**src/design/retry_handshake_timeout_controller_unit_macros.svh**
```systemverilog
// Assertion macros for the retry handshake timeout controller.
`ifndef RETRY_HANDSHAKE_TIMEOUT_CONTROLLER_UNIT_MACROS_SVH
`define RETRY_HANDSHAKE_TIMEOUT_CONTROLLER_UNIT_MACROS_SVH

`ifndef ASSERT_OFF
`define RHTC_ASSERT_ALWAYS(label, cond, msg) \
   label: assert property (@(posedge clock) disable iff (reset) (cond)) else $error(msg);
`define RHTC_ASSERT_IMPLIES(label, ante, cons, msg) \
   label: assert property (@(posedge clock) disable iff (reset) (ante) |-> (cons)) \
      else $error(msg);
`define RHTC_ASSERT_NEXT(label, ante, cons, msg) \
   label: assert property (@(posedge clock) disable iff (reset) (ante) |=> (cons)) \
      else $error(msg);
`else
`define RHTC_ASSERT_ALWAYS(label, cond, msg)
`define RHTC_ASSERT_IMPLIES(label, ante, cons, msg)
`define RHTC_ASSERT_NEXT(label, ante, cons, msg)
`endif

`endif

```
**src/design/rhtc_pkg.sv**
```systemverilog
// Shared types and constants for the retry handshake timeout controller.
package rhtc_pkg;

   localparam int TimeWidth   = 32;
   localparam int CfgWidth    = 16;
   localparam int CountWidth  = 16;
   localparam int ModeWidth   = 3;
   localparam int CsrIdxWidth = 3;

   typedef enum logic [1:0] {
      KIND_TICK   = 2'd0,
      KIND_BEGIN  = 2'd1,
      KIND_CANCEL = 2'd2,
      KIND_TAKE   = 2'd3
   } kind_type;

   typedef enum logic [2:0] {
      EV_NONE      = 3'd0,
      EV_BEGUN     = 3'd1,
      EV_REJECTED  = 3'd2,
      EV_SUCCESS   = 3'd3,
      EV_INVALID   = 3'd4,
      EV_TIMEOUT   = 3'd5,
      EV_CANCELLED = 3'd6
   } event_type;

   localparam logic [CsrIdxWidth-1:0] CSR_INITIAL_DELAY  = 3'd0;
   localparam logic [CsrIdxWidth-1:0] CSR_RETRY_DELAY    = 3'd1;
   localparam logic [CsrIdxWidth-1:0] CSR_REFRESH_IVL    = 3'd2;
   localparam logic [CsrIdxWidth-1:0] CSR_HARD_RESET_IVL = 3'd3;
   localparam logic [CsrIdxWidth-1:0] CSR_DEFAULT_TO     = 3'd4;
   localparam logic [CsrIdxWidth-1:0] CSR_MODE_ONE_TO    = 3'd5;
   localparam logic [CsrIdxWidth-1:0] CSR_MODE_FIVE_TO   = 3'd6;
   localparam logic [CsrIdxWidth-1:0] CSR_QUIET_WINDOW   = 3'd7;

   localparam logic [CfgWidth-1:0] RST_INITIAL_DELAY  = 16'd90;
   localparam logic [CfgWidth-1:0] RST_RETRY_DELAY    = 16'd180;
   localparam logic [CfgWidth-1:0] RST_REFRESH_IVL    = 16'd350;
   localparam logic [CfgWidth-1:0] RST_HARD_RESET_IVL = 16'd650;
   localparam logic [CfgWidth-1:0] RST_DEFAULT_TO     = 16'd1500;
   localparam logic [CfgWidth-1:0] RST_MODE_ONE_TO    = 16'd4000;
   localparam logic [CfgWidth-1:0] RST_MODE_FIVE_TO   = 16'd2500;
   localparam logic [CfgWidth-1:0] RST_QUIET_WINDOW   = 16'd900;

   localparam logic [ModeWidth-1:0] MODE_ONE  = 3'd1;
   localparam logic [ModeWidth-1:0] MODE_FIVE = 3'd5;

   typedef struct packed {
      kind_type             kind;
      logic [TimeWidth-1:0] now_ms;
      logic                 session_open;
      logic                 target_valid;
      logic [ModeWidth-1:0] begin_mode;
      logic                 attempt_accepted;
   } req_type;

   typedef struct packed {
      event_type             event_res;
      logic                  do_hard_reset;
      logic                  do_refresh;
      logic                  do_attempt;
      logic                  busy_res;
      logic [ModeWidth-1:0]  mode_now;
      logic                  open_flag;
      logic                  success_read;
      logic [CountWidth-1:0] attempt_count;
   } rsp_type;

   typedef struct packed {
      logic [CfgWidth-1:0] initial_delay_ms;
      logic [CfgWidth-1:0] retry_delay_ms;
      logic [CfgWidth-1:0] refresh_interval_ms;
      logic [CfgWidth-1:0] hard_reset_interval_ms;
      logic [CfgWidth-1:0] default_timeout_ms;
      logic [CfgWidth-1:0] mode_one_timeout_ms;
      logic [CfgWidth-1:0] mode_five_timeout_ms;
      logic [CfgWidth-1:0] quiet_window_ms;
   } cfg_type;

   function automatic logic [TimeWidth-1:0] add_ms(input logic [TimeWidth-1:0] t,
                                                   input logic [CfgWidth-1:0] span);
      return t + {{(TimeWidth-CfgWidth){1'b0}}, span};
   endfunction

   function automatic logic reached(input logic [TimeWidth-1:0] now,
                                    input logic [TimeWidth-1:0] t);
      logic [TimeWidth-1:0] d;
      d = now - t;
      return ~d[TimeWidth-1];
   endfunction

   function automatic logic elapsed(input logic [TimeWidth-1:0] now,
                                    input logic [TimeWidth-1:0] since,
                                    input logic [CfgWidth-1:0] span);
      logic [TimeWidth-1:0] d;
      d = now - since;
      return ~d[TimeWidth-1] && (d >= {{(TimeWidth-CfgWidth){1'b0}}, span});
   endfunction

endpackage

```
**src/design/rhtc_cfg.sv**
```systemverilog
// Configuration register file of the retry handshake timeout controller.
module rhtc_cfg
   import rhtc_pkg::*;
(
   input  logic                   clock,
   input  logic                   reset,
   input  logic                   csr_we,
   input  logic [CsrIdxWidth-1:0] csr_index,
   input  logic [CfgWidth-1:0]    csr_wdata,
   output cfg_type                cfg
);

   cfg_type cfg_ff;
   cfg_type cfg_in;

   always_comb begin
      cfg_in = cfg_ff;
      if (csr_we) begin
         case (csr_index)
            CSR_INITIAL_DELAY:  cfg_in.initial_delay_ms       = csr_wdata;
            CSR_RETRY_DELAY:    cfg_in.retry_delay_ms         = csr_wdata;
            CSR_REFRESH_IVL:    cfg_in.refresh_interval_ms    = csr_wdata;
            CSR_HARD_RESET_IVL: cfg_in.hard_reset_interval_ms = csr_wdata;
            CSR_DEFAULT_TO:     cfg_in.default_timeout_ms     = csr_wdata;
            CSR_MODE_ONE_TO:    cfg_in.mode_one_timeout_ms    = csr_wdata;
            CSR_MODE_FIVE_TO:   cfg_in.mode_five_timeout_ms   = csr_wdata;
            CSR_QUIET_WINDOW:   cfg_in.quiet_window_ms        = csr_wdata;
            default:            cfg_in = cfg_ff;
         endcase
      end
   end

   always_ff @(posedge clock) begin
      if (reset) begin
         cfg_ff.initial_delay_ms       <= RST_INITIAL_DELAY;
         cfg_ff.retry_delay_ms         <= RST_RETRY_DELAY;
         cfg_ff.refresh_interval_ms    <= RST_REFRESH_IVL;
         cfg_ff.hard_reset_interval_ms <= RST_HARD_RESET_IVL;
         cfg_ff.default_timeout_ms     <= RST_DEFAULT_TO;
         cfg_ff.mode_one_timeout_ms    <= RST_MODE_ONE_TO;
         cfg_ff.mode_five_timeout_ms   <= RST_MODE_FIVE_TO;
         cfg_ff.quiet_window_ms        <= RST_QUIET_WINDOW;
      end else begin
         cfg_ff <= cfg_in;
      end
   end

   assign cfg = cfg_ff;

endmodule

```
**src/design/rhtc_core.sv**
```systemverilog
// Session state and per-item update logic of the retry handshake timeout controller.
module rhtc_core
   import rhtc_pkg::*;
(
   input  logic    clock,
   input  logic    reset,
   input  logic    step,
   input  req_type item,
   input  cfg_type cfg,
   output rsp_type result
);

   logic                  active_ff, active_in;
   logic [ModeWidth-1:0]  mode_ff, mode_in;
   logic                  succeeded_ff, succeeded_in;
   logic                  issued_ff, issued_in;
   logic [CountWidth-1:0] attempts_ff, attempts_in;
   logic [TimeWidth-1:0]  deadline_ff, deadline_in;
   logic [TimeWidth-1:0]  next_attempt_ff, next_attempt_in;
   logic [TimeWidth-1:0]  quiet_until_ff, quiet_until_in;
   logic                  quiet_set_ff, quiet_set_in;
   logic [TimeWidth-1:0]  last_hard_ff, last_hard_in;
   logic                  hard_set_ff, hard_set_in;
   logic [TimeWidth-1:0]  last_refresh_ff, last_refresh_in;
   logic                  refresh_set_ff, refresh_set_in;

   event_type             evt;
   logic                  hard, refresh, attempt, sread, issued_now;
   logic [CfgWidth-1:0]   timeout;
   logic [TimeWidth-1:0]  now;

   assign now = item.now_ms;

   always_comb begin
      active_in       = active_ff;
      mode_in         = mode_ff;
      succeeded_in    = succeeded_ff;
      issued_in       = issued_ff;
      attempts_in     = attempts_ff;
      deadline_in     = deadline_ff;
      next_attempt_in = next_attempt_ff;
      quiet_until_in  = quiet_until_ff;
      quiet_set_in    = quiet_set_ff;
      last_hard_in    = last_hard_ff;
      hard_set_in     = hard_set_ff;
      last_refresh_in = last_refresh_ff;
      refresh_set_in  = refresh_set_ff;
      evt             = EV_NONE;
      hard            = 1'b0;
      refresh         = 1'b0;
      attempt         = 1'b0;
      sread           = 1'b0;
      issued_now      = issued_ff | item.attempt_accepted;

      if (item.begin_mode == MODE_ONE) begin
         timeout = cfg.mode_one_timeout_ms;
      end else if (item.begin_mode == MODE_FIVE) begin
         timeout = cfg.mode_five_timeout_ms;
      end else begin
         timeout = cfg.default_timeout_ms;
      end

      // drop the whole session on begin, cancel, invalid target and timeout
      if (item.kind == KIND_BEGIN || item.kind == KIND_CANCEL ||
          (item.kind == KIND_TICK && active_ff && !item.session_open &&
           (!item.target_valid || reached(now, deadline_ff)))) begin
         active_in       = 1'b0;
         mode_in         = '0;
         succeeded_in    = 1'b0;
         issued_in       = 1'b0;
         attempts_in     = '0;
         deadline_in     = '0;
         next_attempt_in = '0;
         quiet_until_in  = '0;
         quiet_set_in    = 1'b0;
         last_hard_in    = '0;
         hard_set_in     = 1'b0;
         last_refresh_in = '0;
         refresh_set_in  = 1'b0;
      end

      case (item.kind)
         KIND_BEGIN: begin
            if (!item.target_valid) begin
               evt = EV_REJECTED;
            end else begin
               active_in       = 1'b1;
               mode_in         = item.begin_mode;
               next_attempt_in = add_ms(now, cfg.initial_delay_ms);
               deadline_in     = add_ms(now, timeout);
               evt             = EV_BEGUN;
            end
         end
         KIND_CANCEL: begin
            evt = EV_CANCELLED;
         end
         KIND_TAKE: begin
            sread        = succeeded_ff;
            succeeded_in = 1'b0;
         end
         KIND_TICK: begin
            if (active_ff) begin
               if (item.session_open) begin
                  succeeded_in = 1'b1;
                  active_in    = 1'b0;
                  mode_in      = '0;
                  evt          = EV_SUCCESS;
               end else if (!item.target_valid) begin
                  evt = EV_INVALID;
               end else if (reached(now, deadline_ff)) begin
                  evt = EV_TIMEOUT;
               end else if (!(issued_ff && quiet_set_ff && !reached(now, quiet_until_ff))) begin
                  if (!issued_ff && (!hard_set_ff || attempts_ff == '0 ||
                      elapsed(now, last_hard_ff, cfg.hard_reset_interval_ms))) begin
                     hard         = 1'b1;
                     last_hard_in = now;
                     hard_set_in  = 1'b1;
                  end else if (!issued_ff && (!refresh_set_ff ||
                      elapsed(now, last_refresh_ff, cfg.refresh_interval_ms))) begin
                     refresh         = 1'b1;
                     last_refresh_in = now;
                     refresh_set_in  = 1'b1;
                  end
                  if (reached(now, next_attempt_ff)) begin
                     attempt   = 1'b1;
                     issued_in = issued_now;
                     if (attempts_ff != '1) begin
                        attempts_in = attempts_ff + 1'b1;
                     end
                     if (issued_now) begin
                        quiet_until_in  = add_ms(now, cfg.quiet_window_ms);
                        quiet_set_in    = 1'b1;
                        next_attempt_in = add_ms(now, cfg.quiet_window_ms);
                     end else begin
                        next_attempt_in = add_ms(now, cfg.retry_delay_ms);
                     end
                  end
               end
            end
         end
         default: begin
            evt = EV_NONE;
         end
      endcase

      result.event_res     = evt;
      result.do_hard_reset = hard;
      result.do_refresh    = refresh;
      result.do_attempt    = attempt;
      result.busy_res      = active_in;
      result.mode_now      = active_in ? mode_in : '0;
      result.open_flag     = active_in | item.session_open;
      result.success_read  = sread;
      result.attempt_count = attempts_in;
   end

   always_ff @(posedge clock) begin
      if (reset) begin
         active_ff       <= 1'b0;
         mode_ff         <= '0;
         succeeded_ff    <= 1'b0;
         issued_ff       <= 1'b0;
         attempts_ff     <= '0;
         deadline_ff     <= '0;
         next_attempt_ff <= '0;
         quiet_until_ff  <= '0;
         quiet_set_ff    <= 1'b0;
         last_hard_ff    <= '0;
         hard_set_ff     <= 1'b0;
         last_refresh_ff <= '0;
         refresh_set_ff  <= 1'b0;
      end else if (step) begin
         active_ff       <= active_in;
         mode_ff         <= mode_in;
         succeeded_ff    <= succeeded_in;
         issued_ff       <= issued_in;
         attempts_ff     <= attempts_in;
         deadline_ff     <= deadline_in;
         next_attempt_ff <= next_attempt_in;
         quiet_until_ff  <= quiet_until_in;
         quiet_set_ff    <= quiet_set_in;
         last_hard_ff    <= last_hard_in;
         hard_set_ff     <= hard_set_in;
         last_refresh_ff <= last_refresh_in;
         refresh_set_ff  <= refresh_set_in;
      end
   end

endmodule

```
**src/design/retry_handshake_timeout_controller_unit.sv**
```systemverilog
// Top level of the retry handshake timeout controller.
//
//   channel   direction  ports                              transfer when
//   req       in         req_valid req_ready req_data       req_valid && req_ready
//   rsp       out        rsp_valid rsp_ready rsp_data       rsp_valid && rsp_ready
//   csr       in         csr_we csr_index csr_wdata         csr_we
//
// One item per cycle unless rsp stalls; each item gives one result via both registers.
// The session update runs between the input register and the result register.
// A stalled result holds the result register; the input register keeps taking
// a transfer while it can drain in the same cycle.
// Synchronous reset clears the session state and loads the default timings.
`include "retry_handshake_timeout_controller_unit_macros.svh"

module retry_handshake_timeout_controller_unit
   import rhtc_pkg::*;
(
   input  logic                   clock,
   input  logic                   reset,
   input  logic                   req_valid,
   output logic                   req_ready,
   input  req_type                req_data,
   output logic                   rsp_valid,
   input  logic                   rsp_ready,
   output rsp_type                rsp_data,
   input  logic                   csr_we,
   input  logic [CsrIdxWidth-1:0] csr_index,
   input  logic [CfgWidth-1:0]    csr_wdata
);

   logic    in_valid_ff, in_valid_in;
   req_type in_data_ff;
   logic    out_valid_ff, out_valid_in;
   rsp_type out_data_ff;
   logic    step;
   cfg_type cfg;
   rsp_type result;

   rhtc_cfg u_cfg (
      .clock     (clock),
      .reset     (reset),
      .csr_we    (csr_we),
      .csr_index (csr_index),
      .csr_wdata (csr_wdata),
      .cfg       (cfg)
   );

   rhtc_core u_core (
      .clock  (clock),
      .reset  (reset),
      .step   (step),
      .item   (in_data_ff),
      .cfg    (cfg),
      .result (result)
   );

   assign step         = in_valid_ff && (!out_valid_ff || rsp_ready);
   assign req_ready    = !in_valid_ff || step;
   assign in_valid_in  = (req_valid && req_ready) || (in_valid_ff && !step);
   assign out_valid_in = step || (out_valid_ff && !rsp_ready);

   always_ff @(posedge clock) begin
      if (reset) begin
         in_valid_ff  <= 1'b0;
         out_valid_ff <= 1'b0;
      end else begin
         in_valid_ff  <= in_valid_in;
         out_valid_ff <= out_valid_in;
      end
   end

   always_ff @(posedge clock) begin
      if (req_valid && req_ready) begin
         in_data_ff <= req_data;
      end
      if (step) begin
         out_data_ff <= result;
      end
   end

   assign rsp_valid = out_valid_ff;
   assign rsp_data  = out_data_ff;

   `RHTC_ASSERT_NEXT(a_hold_pending, in_valid_ff && !step, in_valid_ff, "pending item lost")
   `RHTC_ASSERT_NEXT(a_step_result, step, out_valid_ff, "processed item left no result")
   `RHTC_ASSERT_IMPLIES(a_mode_busy, out_valid_ff && out_data_ff.mode_now != '0, out_data_ff.busy_res, "mode shown while idle")
   `RHTC_ASSERT_IMPLIES(a_one_action, out_valid_ff, $onehot0({out_data_ff.do_hard_reset, out_data_ff.do_refresh}), "hard reset and refresh together")
   `RHTC_ASSERT_IMPLIES(a_action_tick, out_valid_ff && (out_data_ff.do_attempt || out_data_ff.do_hard_reset || out_data_ff.do_refresh), out_data_ff.event_res == EV_NONE, "action with event")

endmodule
```
**config.mk**
```make
export PLATFORM = sky130hd
export DESIGN_NAME = retry_handshake_timeout_controller_unit
export DESIGN_NICKNAME = d
export VERILOG_FILES = /design/src/design/rhtc_pkg.sv /design/src/design/rhtc_cfg.sv /design/src/design/rhtc_core.sv /design/src/design/retry_handshake_timeout_controller_unit.sv
export VERILOG_INCLUDE_DIRS = /design/src /design/src/design
export SDC_FILE = /design/constraint.sdc
export NUM_CORES = 1
export LEC_CHECK = 0
export BUFFER_PORTS_ARGS = -buffer_cell sky130_fd_sc_hd__buf_2
export CAP_MARGIN = 20
export CORE_ASPECT_RATIO = 0.5
export CORE_MARGIN = 2
export CORE_UTILIZATION = 40
export DETAILED_ROUTE_END_ITERATION = 16
export GPL_ROUTABILITY_DRIVEN = 0
export GPL_TIMING_DRIVEN = 0
export HOLD_SLACK_MARGIN = 0.15
export PLACE_DENSITY = 0.54
export SYNTH_ARGS = -nofsm -noshare
export SYNTH_HDL_FRONTEND = slang
export SYNTH_HIERARCHICAL = 1
export SYNTH_SLANG_ARGS = --single-unit
```
**constraint.sdc**
```tcl
create_clock -name clock -period 4.9 [get_ports clock]
set_input_delay 0.98 -clock clock [delete_from_list [all_inputs] [get_ports clock]]
set_output_delay 0.98 -clock clock [all_outputs]
set_load 0.02 [all_outputs]
```
After elaboration in Yosys (flattened, before gate mapping)
Index checks and enable logic that the tools add are counted.

operators by class
  $add $sub $neg = 10
  magnitude comparators = 2
  eq/ne operators = 13
  muxes and demuxes = 107
  bitwise operators = 8
  reductions and logical operators = 45

operator list
  operator                                              number
  two-way mux 32 bit                                    38
  two-way mux 16 bit                                    11
  subtractor 32 bit                                     5
  adder 32 x 16 -> 32 bit                               4
  >= comparator 32 x 16 -> 1 bit                        2
  one-hot mux 32 bit (2 select lines)                   1
  two-way mux 1 bit                                     44
  two-way mux 3 bit                                     8
  adder 16 x 1 -> 16 bit (second input constant)        1
  zero test 16 bit                                      1
  != test 16 bit (second input constant)                1
  AND reduction 2 bit                                   8
  equality test 3 bit (second input constant)           5
  logical AND 1 bit                                     13
  logical OR 1 bit                                      10
  zero test 1 bit                                       9
  one-hot mux 3 bit (3 select lines)                    1
  OR reduction 7 bit                                    1
  equality test 3 x 1 -> 1 bit (second input constant)  2
  equality test 3 x 2 -> 1 bit (second input constant)  2
  inverter 1 bit                                        6
  one-hot mux 3 bit (2 select lines)                    1
  OR reduction 6 bit                                    1
  equality test 2 bit (second input constant)           2
  other kinds (6)                                       8

storage, ports and cells
  register bits after elaboration = 383
  bits of input ports = 64
  output and inout bits = 30
  logic and storage cells = 223

Longest topological paths before layout
  depth after elaboration = 14
  depth in mapped cells = 26

Hierarchy
The synthesis kept the hierarchy.

by module, submodules not included
  module                                   instances  cells each  area an instance (um2)  seq. area each (um2)
  rhtc_core                                1          2725        20238.2                 3703.6
  rhtc_cfg                                 1          462         4994.8                  2562.5
  retry_handshake_timeout_controller_unit  1          78          2145.8                  2082.0

Worst setup path before layout
No wires, ideal clock.

  path type = register to register
  start = register in_data_ff[7] in the netlist's numbering
  end = register out_data_ff, in the netlist rsp_data[23] (data pin)
  library setup time = 0.251 ns
  arrival = 4.968 ns
  data required time = 4.649 ns
  setup slack = -0.320 ns
  cell stages (with the launch flop) = 22
  path buffers = 1
  cells stage by stage = edfxtp_1 > inv_1 > fa_1 > nor2b_4 > o31a_1 > nor3_1 > nor2_1 > a41oi_1 > nor2_1 > nor2_1 > xnor2_1 > ha_1 > nor2b_1 > o21ai_0 > o2111ai_1 > or2_1 > a2111oi_4 > o211ai_1 > or4_4 > nor4_4 > and4bb_2 > buf_4

between the ends
  word-level cells in the longest chain between the ends = 6

RTL lines
  item                                                               RTL line                                       source
  start: declaration                                                 retry_handshake_timeout_controller_unit.sv:32  req_type in_data_ff;
  start signal: assignment                                           retry_handshake_timeout_controller_unit.sv:74  in_data_ff <= req_data;
  subtractor 32 bit                                                  rhtc_pkg.sv:96                                 d = now - since;
  >= comparator 32 x 16 -> 1 bit or inverter 1 bit (tied branches)   rhtc_pkg.sv:97                                 return ~d[TimeWidth-1] && (d >= {{(TimeWidth-CfgWidth){1'b0}}, span});
  logical AND 1 bit                                                  rhtc_pkg.sv:97
  logical OR 1 bit, on equally long branches                         rhtc_core.sv:113, rhtc_core.sv:118
  logical AND 1 bit, on equally long branches                        rhtc_core.sv:113, rhtc_core.sv:118
  OR reduction 7 bit (no line) or two-way mux 1 bit (tied branches)  -
  end signal: assignment                                             retry_handshake_timeout_controller_unit.sv:77  out_data_ff <= result;
  end: declaration                                                   retry_handshake_timeout_controller_unit.sv:34  rsp_type out_data_ff;

Parallel ways exist; a longest one is shown, timed or not.
A chain may end at the register's enable or synchronous reset.

Worst setup path in the final report
  start = register in_data_ff[6] in the netlist's numbering
  end = register u_core.last_refresh_ff[8]

between the ends
  word-level cells in the longest chain between the ends = 14

RTL lines
  item                                                                        RTL line          source
  parallel branches: the longest is 13 deep, another holds subtractor 32 bit  -
  two-way mux 32 bit (*)                                                      rhtc_core.sv:82   case (item.kind)
  end signal: assignment                                                      rhtc_core.sv:184  last_refresh_ff <= last_refresh_in;
  end: declaration                                                            rhtc_core.sv:24   logic [TimeWidth-1:0] last_refresh_ff, last_refresh_in;

Every way passes the cells marked *.

==> impl_metrics.env <==
export IMPL_slew_headroom_pct=30.89
export IMPL_critPathRequiredTime_ps=5440
export IMPL_post_synth_inst_count=3265
export IMPL_report_final_slew_viol_count=0
export IMPL_number_of_buffers_inserted_during_clock_tree_synthesis=41
export IMPL_grt_antenna_before_repair=0
export IMPL_wl_met3_um=9964
export IMPL_layout_cells_non_filler=4409
export IMPL_largest_cells_by_area_after_synthesis="sky130_fd_sc_hd__dfxtp_1 23%, sky130_fd_sc_hd__ha_1 12%, sky130_fd_sc_hd__edfxtp_1 7.5%"
export IMPL_hold_viol=0
export IMPL_power_total_mw=8.350
export IMPL_yosysUniqueCellTypes=101
export IMPL_p_leak_nw=12.62
export IMPL_post_route_period_util_pct=114.0
export IMPL_vias=25952
export IMPL_drc=0
export IMPL_synth_net_count=3590
export IMPL_layout_drive_gt1_share_pct=13.72
export IMPL_worst_hold_path_type="reg -> reg"
export IMPL_route_detailed_wl_per_inst_um=23.90
export IMPL_critical_path_class="reg -> reg"
export IMPL_flip_flop_and_latch_count_after_synthesis=383
export IMPL_post_synth_design_cell_area_sq_um=27380
export IMPL_critical_path_peak_fanout=5
export IMPL_first_global_vias=24212
export IMPL_setup_violations=68
export IMPL_critPathArrivalTime_ps=6120
export IMPL_critical_path_slowest_cell="sky130_fd_sc_hd__edfxtp_1"
export IMPL_cts_tree="built"
export IMPL_synthDominantAreaCellType="sky130_fd_sc_hd__dfxtp_1"
export IMPL_gr_total_overflow=0
export IMPL_post_route_min_period_ps=5587
export IMPL_wl_met2_um=41420
export IMPL_failed_checks="setup timing"
export IMPL_postSynth_asyncResetShare_pct=0
export IMPL_dr_first_iter_drc_count=2625
export IMPL_place_port_buffers=89
export IMPL_synth_top_area_share_pct=23.03
export IMPL_routed_wirelength_um=105400
export IMPL_critPathMostFrequentCell="sky130_fd_sc_hd__buf_6"
export IMPL_yosys_warnings=6
export IMPL_synth_sequential_area_ratio_pct=30.49
export IMPL_pwr_cell_area_nw_per_um2=264.7
export IMPL_grt_first_pass_wirelength_um=155300
export IMPL_setup_worst_path_start_class="flip-flop"
export IMPL_ant_nets=0
export IMPL_io_count=94
export IMPL_final_util_pct=46.87
export IMPL_dp_cells=4255
export IMPL_tritoncts_sink_count=383
export IMPL_dr_pass1_iters=6
export IMPL_kind_of_capture_point_of_the_worst_setup_path="flip-flop"
export IMPL_post_synth_cell_area_avg_sq_um=8.386
export IMPL_status="finished, violations left"
export IMPL_grt_usage_pct=29.18
export IMPL_dieHeight_um=189.0
export IMPL_dieArea_sq_um=70680
export IMPL_area_growth_pct=15.23
export IMPL_fmax_ghz=0.1790
export IMPL_post_drt_via_cell_ratio=5.886
export IMPL_worst_skew_pair_late_latency_ps=610
export IMPL_max_clock_path_buffers=3
export IMPL_max_cap_violations=0
export IMPL_chipWidth_um=374.0
export IMPL_grt_start_max_net_pins=41
export IMPL_antenna_cells_inserted=0
export IMPL_clkSlewWorstSetupHoldPaths_ps=70
export IMPL_synth_edff_count=68
export IMPL_worst_clock_skew_ps=31.49
export IMPL_clockRootBuffer="sky130_fd_sc_hd__clkbuf_16"
export IMPL_fp_coreArea_sq_um=67320
export IMPL_m1WireLength_um=50800
export IMPL_dp_final_hpwl_um=78040
export IMPL_rsz_0062_raised_after_global_routing="true"
export IMPL_top_signal_layer_used="met4"
export IMPL_htree_num_levels=2
export IMPL_placementRows=67
export IMPL_slowest_delay_ps=540
export IMPL_transition_time_at_the_pin_with_the_least_slew_margin_ps=1030
export IMPL_vdd_ir_drop_max_v=0.0003035
export IMPL_synth_top_flop_cell="sky130_fd_sc_hd__dfxtp_1"
export IMPL_finish_net_count=3805
export IMPL_start_util_pct=40.67
export IMPL_layout_setup_ws_ps=-686.7
## state kept, by name, indices dropped and copies added, names as in the netlist, 3 cells and up
name,flops
u_core/quiet_until_ff,32
u_core/mode_ff,3
in_data_ff,40
u_cfg/cfg,128
u_core/next_attempt_ff,32
u_core/deadline_ff,32
rsp_data,28
u_core/last_hard_ff,32
u_core/last_refresh_ff,32
u_core/attempts_ff,16
## routing by layer
layer	GRT usage, %	up-vias
met3	6.458	172
met1	43.41	12589
met5	0	-
met2	41.28	1052
li1	-	12139
met4	9.125	0
## area by class of cell
cell class              instances  area (sq um)
fillers                      6710         35770
multi-input cells            2444         17480
flip-flops and latches        383          8348
repair buffers                177          1240
clock buffers                  56          1152
well taps                     897          1122
plain buffers                 176          1020
inverters                     257         964.7
clock inverters                19         222.7
## worst paths after layout
check	startpoint	to	slack, ps	depth (start not counted)
max	in_data_ff[6]$_DFFE_PP_	u_core/last_refresh_ff[8]$_SDFFE_PP0P_	-690	27
min	u_core/deadline_ff[23]$_SDFFE_PP0P_	u_core/deadline_ff[23]$_SDFFE_PP0P_	450	2
max reg2reg	in_data_ff[6]$_DFFE_PP_	u_core/last_refresh_ff[8]$_SDFFE_PP0P_	-690	27
min reg2reg	u_core/deadline_ff[23]$_SDFFE_PP0P_	u_core/deadline_ff[23]$_SDFFE_PP0P_	450	2
## cell usage after synthesis (30+ instances only)
cell type / count
sky130_fd_sc_hd__nand2b_1: 136
sky130_fd_sc_hd__a21oi_2: 31
sky130_fd_sc_hd__edfxtp_1: 68
sky130_fd_sc_hd__xor2_1: 31
sky130_fd_sc_hd__a31oi_1: 52
sky130_fd_sc_hd__a21oi_1: 226
sky130_fd_sc_hd__o211ai_1: 30
sky130_fd_sc_hd__nand4_1: 37
sky130_fd_sc_hd__a22oi_1: 34
sky130_fd_sc_hd__and3_1: 36
sky130_fd_sc_hd__o21ai_0: 210
sky130_fd_sc_hd__xnor2_1: 100
sky130_fd_sc_hd__nand3_1: 53
sky130_fd_sc_hd__ha_1: 255
sky130_fd_sc_hd__nor3_1: 100
sky130_fd_sc_hd__clkbuf_1: 111
sky130_fd_sc_hd__a21o_1: 95
sky130_fd_sc_hd__dfxtp_1: 315
sky130_fd_sc_hd__or3_1: 47
sky130_fd_sc_hd__nor2_1: 248
sky130_fd_sc_hd__mux2i_1: 160
sky130_fd_sc_hd__nand2_1: 217
sky130_fd_sc_hd__inv_1: 255
sky130_fd_sc_hd__o211ai_2: 30
## critical path: cells and delay by family (launching register included)
family	cells	cell delay, ps
xor+xnor	1	150
buf+inv	5	750
simple gates	7	1430
fa+ha+maj	3	750
compound gates	11	1890
flops	1	540
## metrics by stage
step / TNS (ps) / hold WS [ps] / setup slack [ps] / area (sq um)
2_1_floorplan: 0 / 425.0 / 40.17 / 27420
3_3_place_gp: -157480 / 439.5 / -1613 / 28980
3_5_place_dp: -150800 / 443.0 / -1616 / 29020
4_1_cts: -33800 / 457.9 / -605.6 / 31260
5_1_grt: -45050 / 475.8 / -811.3 / 31550
6_report: -37280 / 451.7 / -686.7 / 31550
## cell families (layout without fill, tap and decap cells)
family          Yosys count  in the layout  synth area share, %
xor+xnor                131            131                4.191
simple gates            967            967                17.77
fa+ha+maj               261            261                12.09
buf+inv                 438            685                6.859
mux                     173            173                6.384
flops                   383            383                30.49
compound gates          912            912                22.21
## where the power goes
| part | internal [mW] | leakage (nW) | switching, mW |
|---|---|---|---|
| registers | 3.27 | 3.20 | 0.0776 |
| logic | 0.580 | 8.75 | 1.08 |
| clock network | 1.87 | 0.676 | 1.47 |
| total | 5.72 | 12.6 | 2.63 |
## cell usage in the layout, fill, tap and decap left out, types with 39 or more instances in the layout
| cell | instances |
|---|---|
| sky130_fd_sc_hd__nand2b_1 | 136 |
| sky130_fd_sc_hd__or3_1 | 39 |
| sky130_fd_sc_hd__xnor2_1 | 99 |
| sky130_fd_sc_hd__nor2_1 | 244 |
| sky130_fd_sc_hd__nand3_1 | 51 |
| sky130_fd_sc_hd__dfxtp_1 | 315 |
| sky130_fd_sc_hd__clkbuf_1 | 99 |
| sky130_fd_sc_hd__a21o_1 | 95 |
| sky130_fd_sc_hd__a21oi_2 | 41 |
| sky130_fd_sc_hd__mux2i_1 | 160 |
| sky130_fd_sc_hd__nand2_1 | 217 |
| sky130_fd_sc_hd__nor3_1 | 98 |
| sky130_fd_sc_hd__a31oi_1 | 49 |
| sky130_fd_sc_hd__edfxtp_1 | 68 |
| sky130_fd_sc_hd__buf_2 | 116 |
| sky130_fd_sc_hd__buf_4 | 82 |
| sky130_fd_sc_hd__a21oi_1 | 215 |
| sky130_fd_sc_hd__ha_1 | 251 |
| sky130_fd_sc_hd__inv_1 | 252 |
| sky130_fd_sc_hd__clkbuf_16 | 45 |
| sky130_fd_sc_hd__o21ai_0 | 206 |
## repair_timing
action	in CTS	in global routing
hold endpoints to repair	0	0
gates resized for setup	92	46
cloned	2	2
setup buffers	69	9
hold buffers	0	0
setup endpoints to repair	180	158
pin swaps	49	42
(Power assumes the default switching activity.)
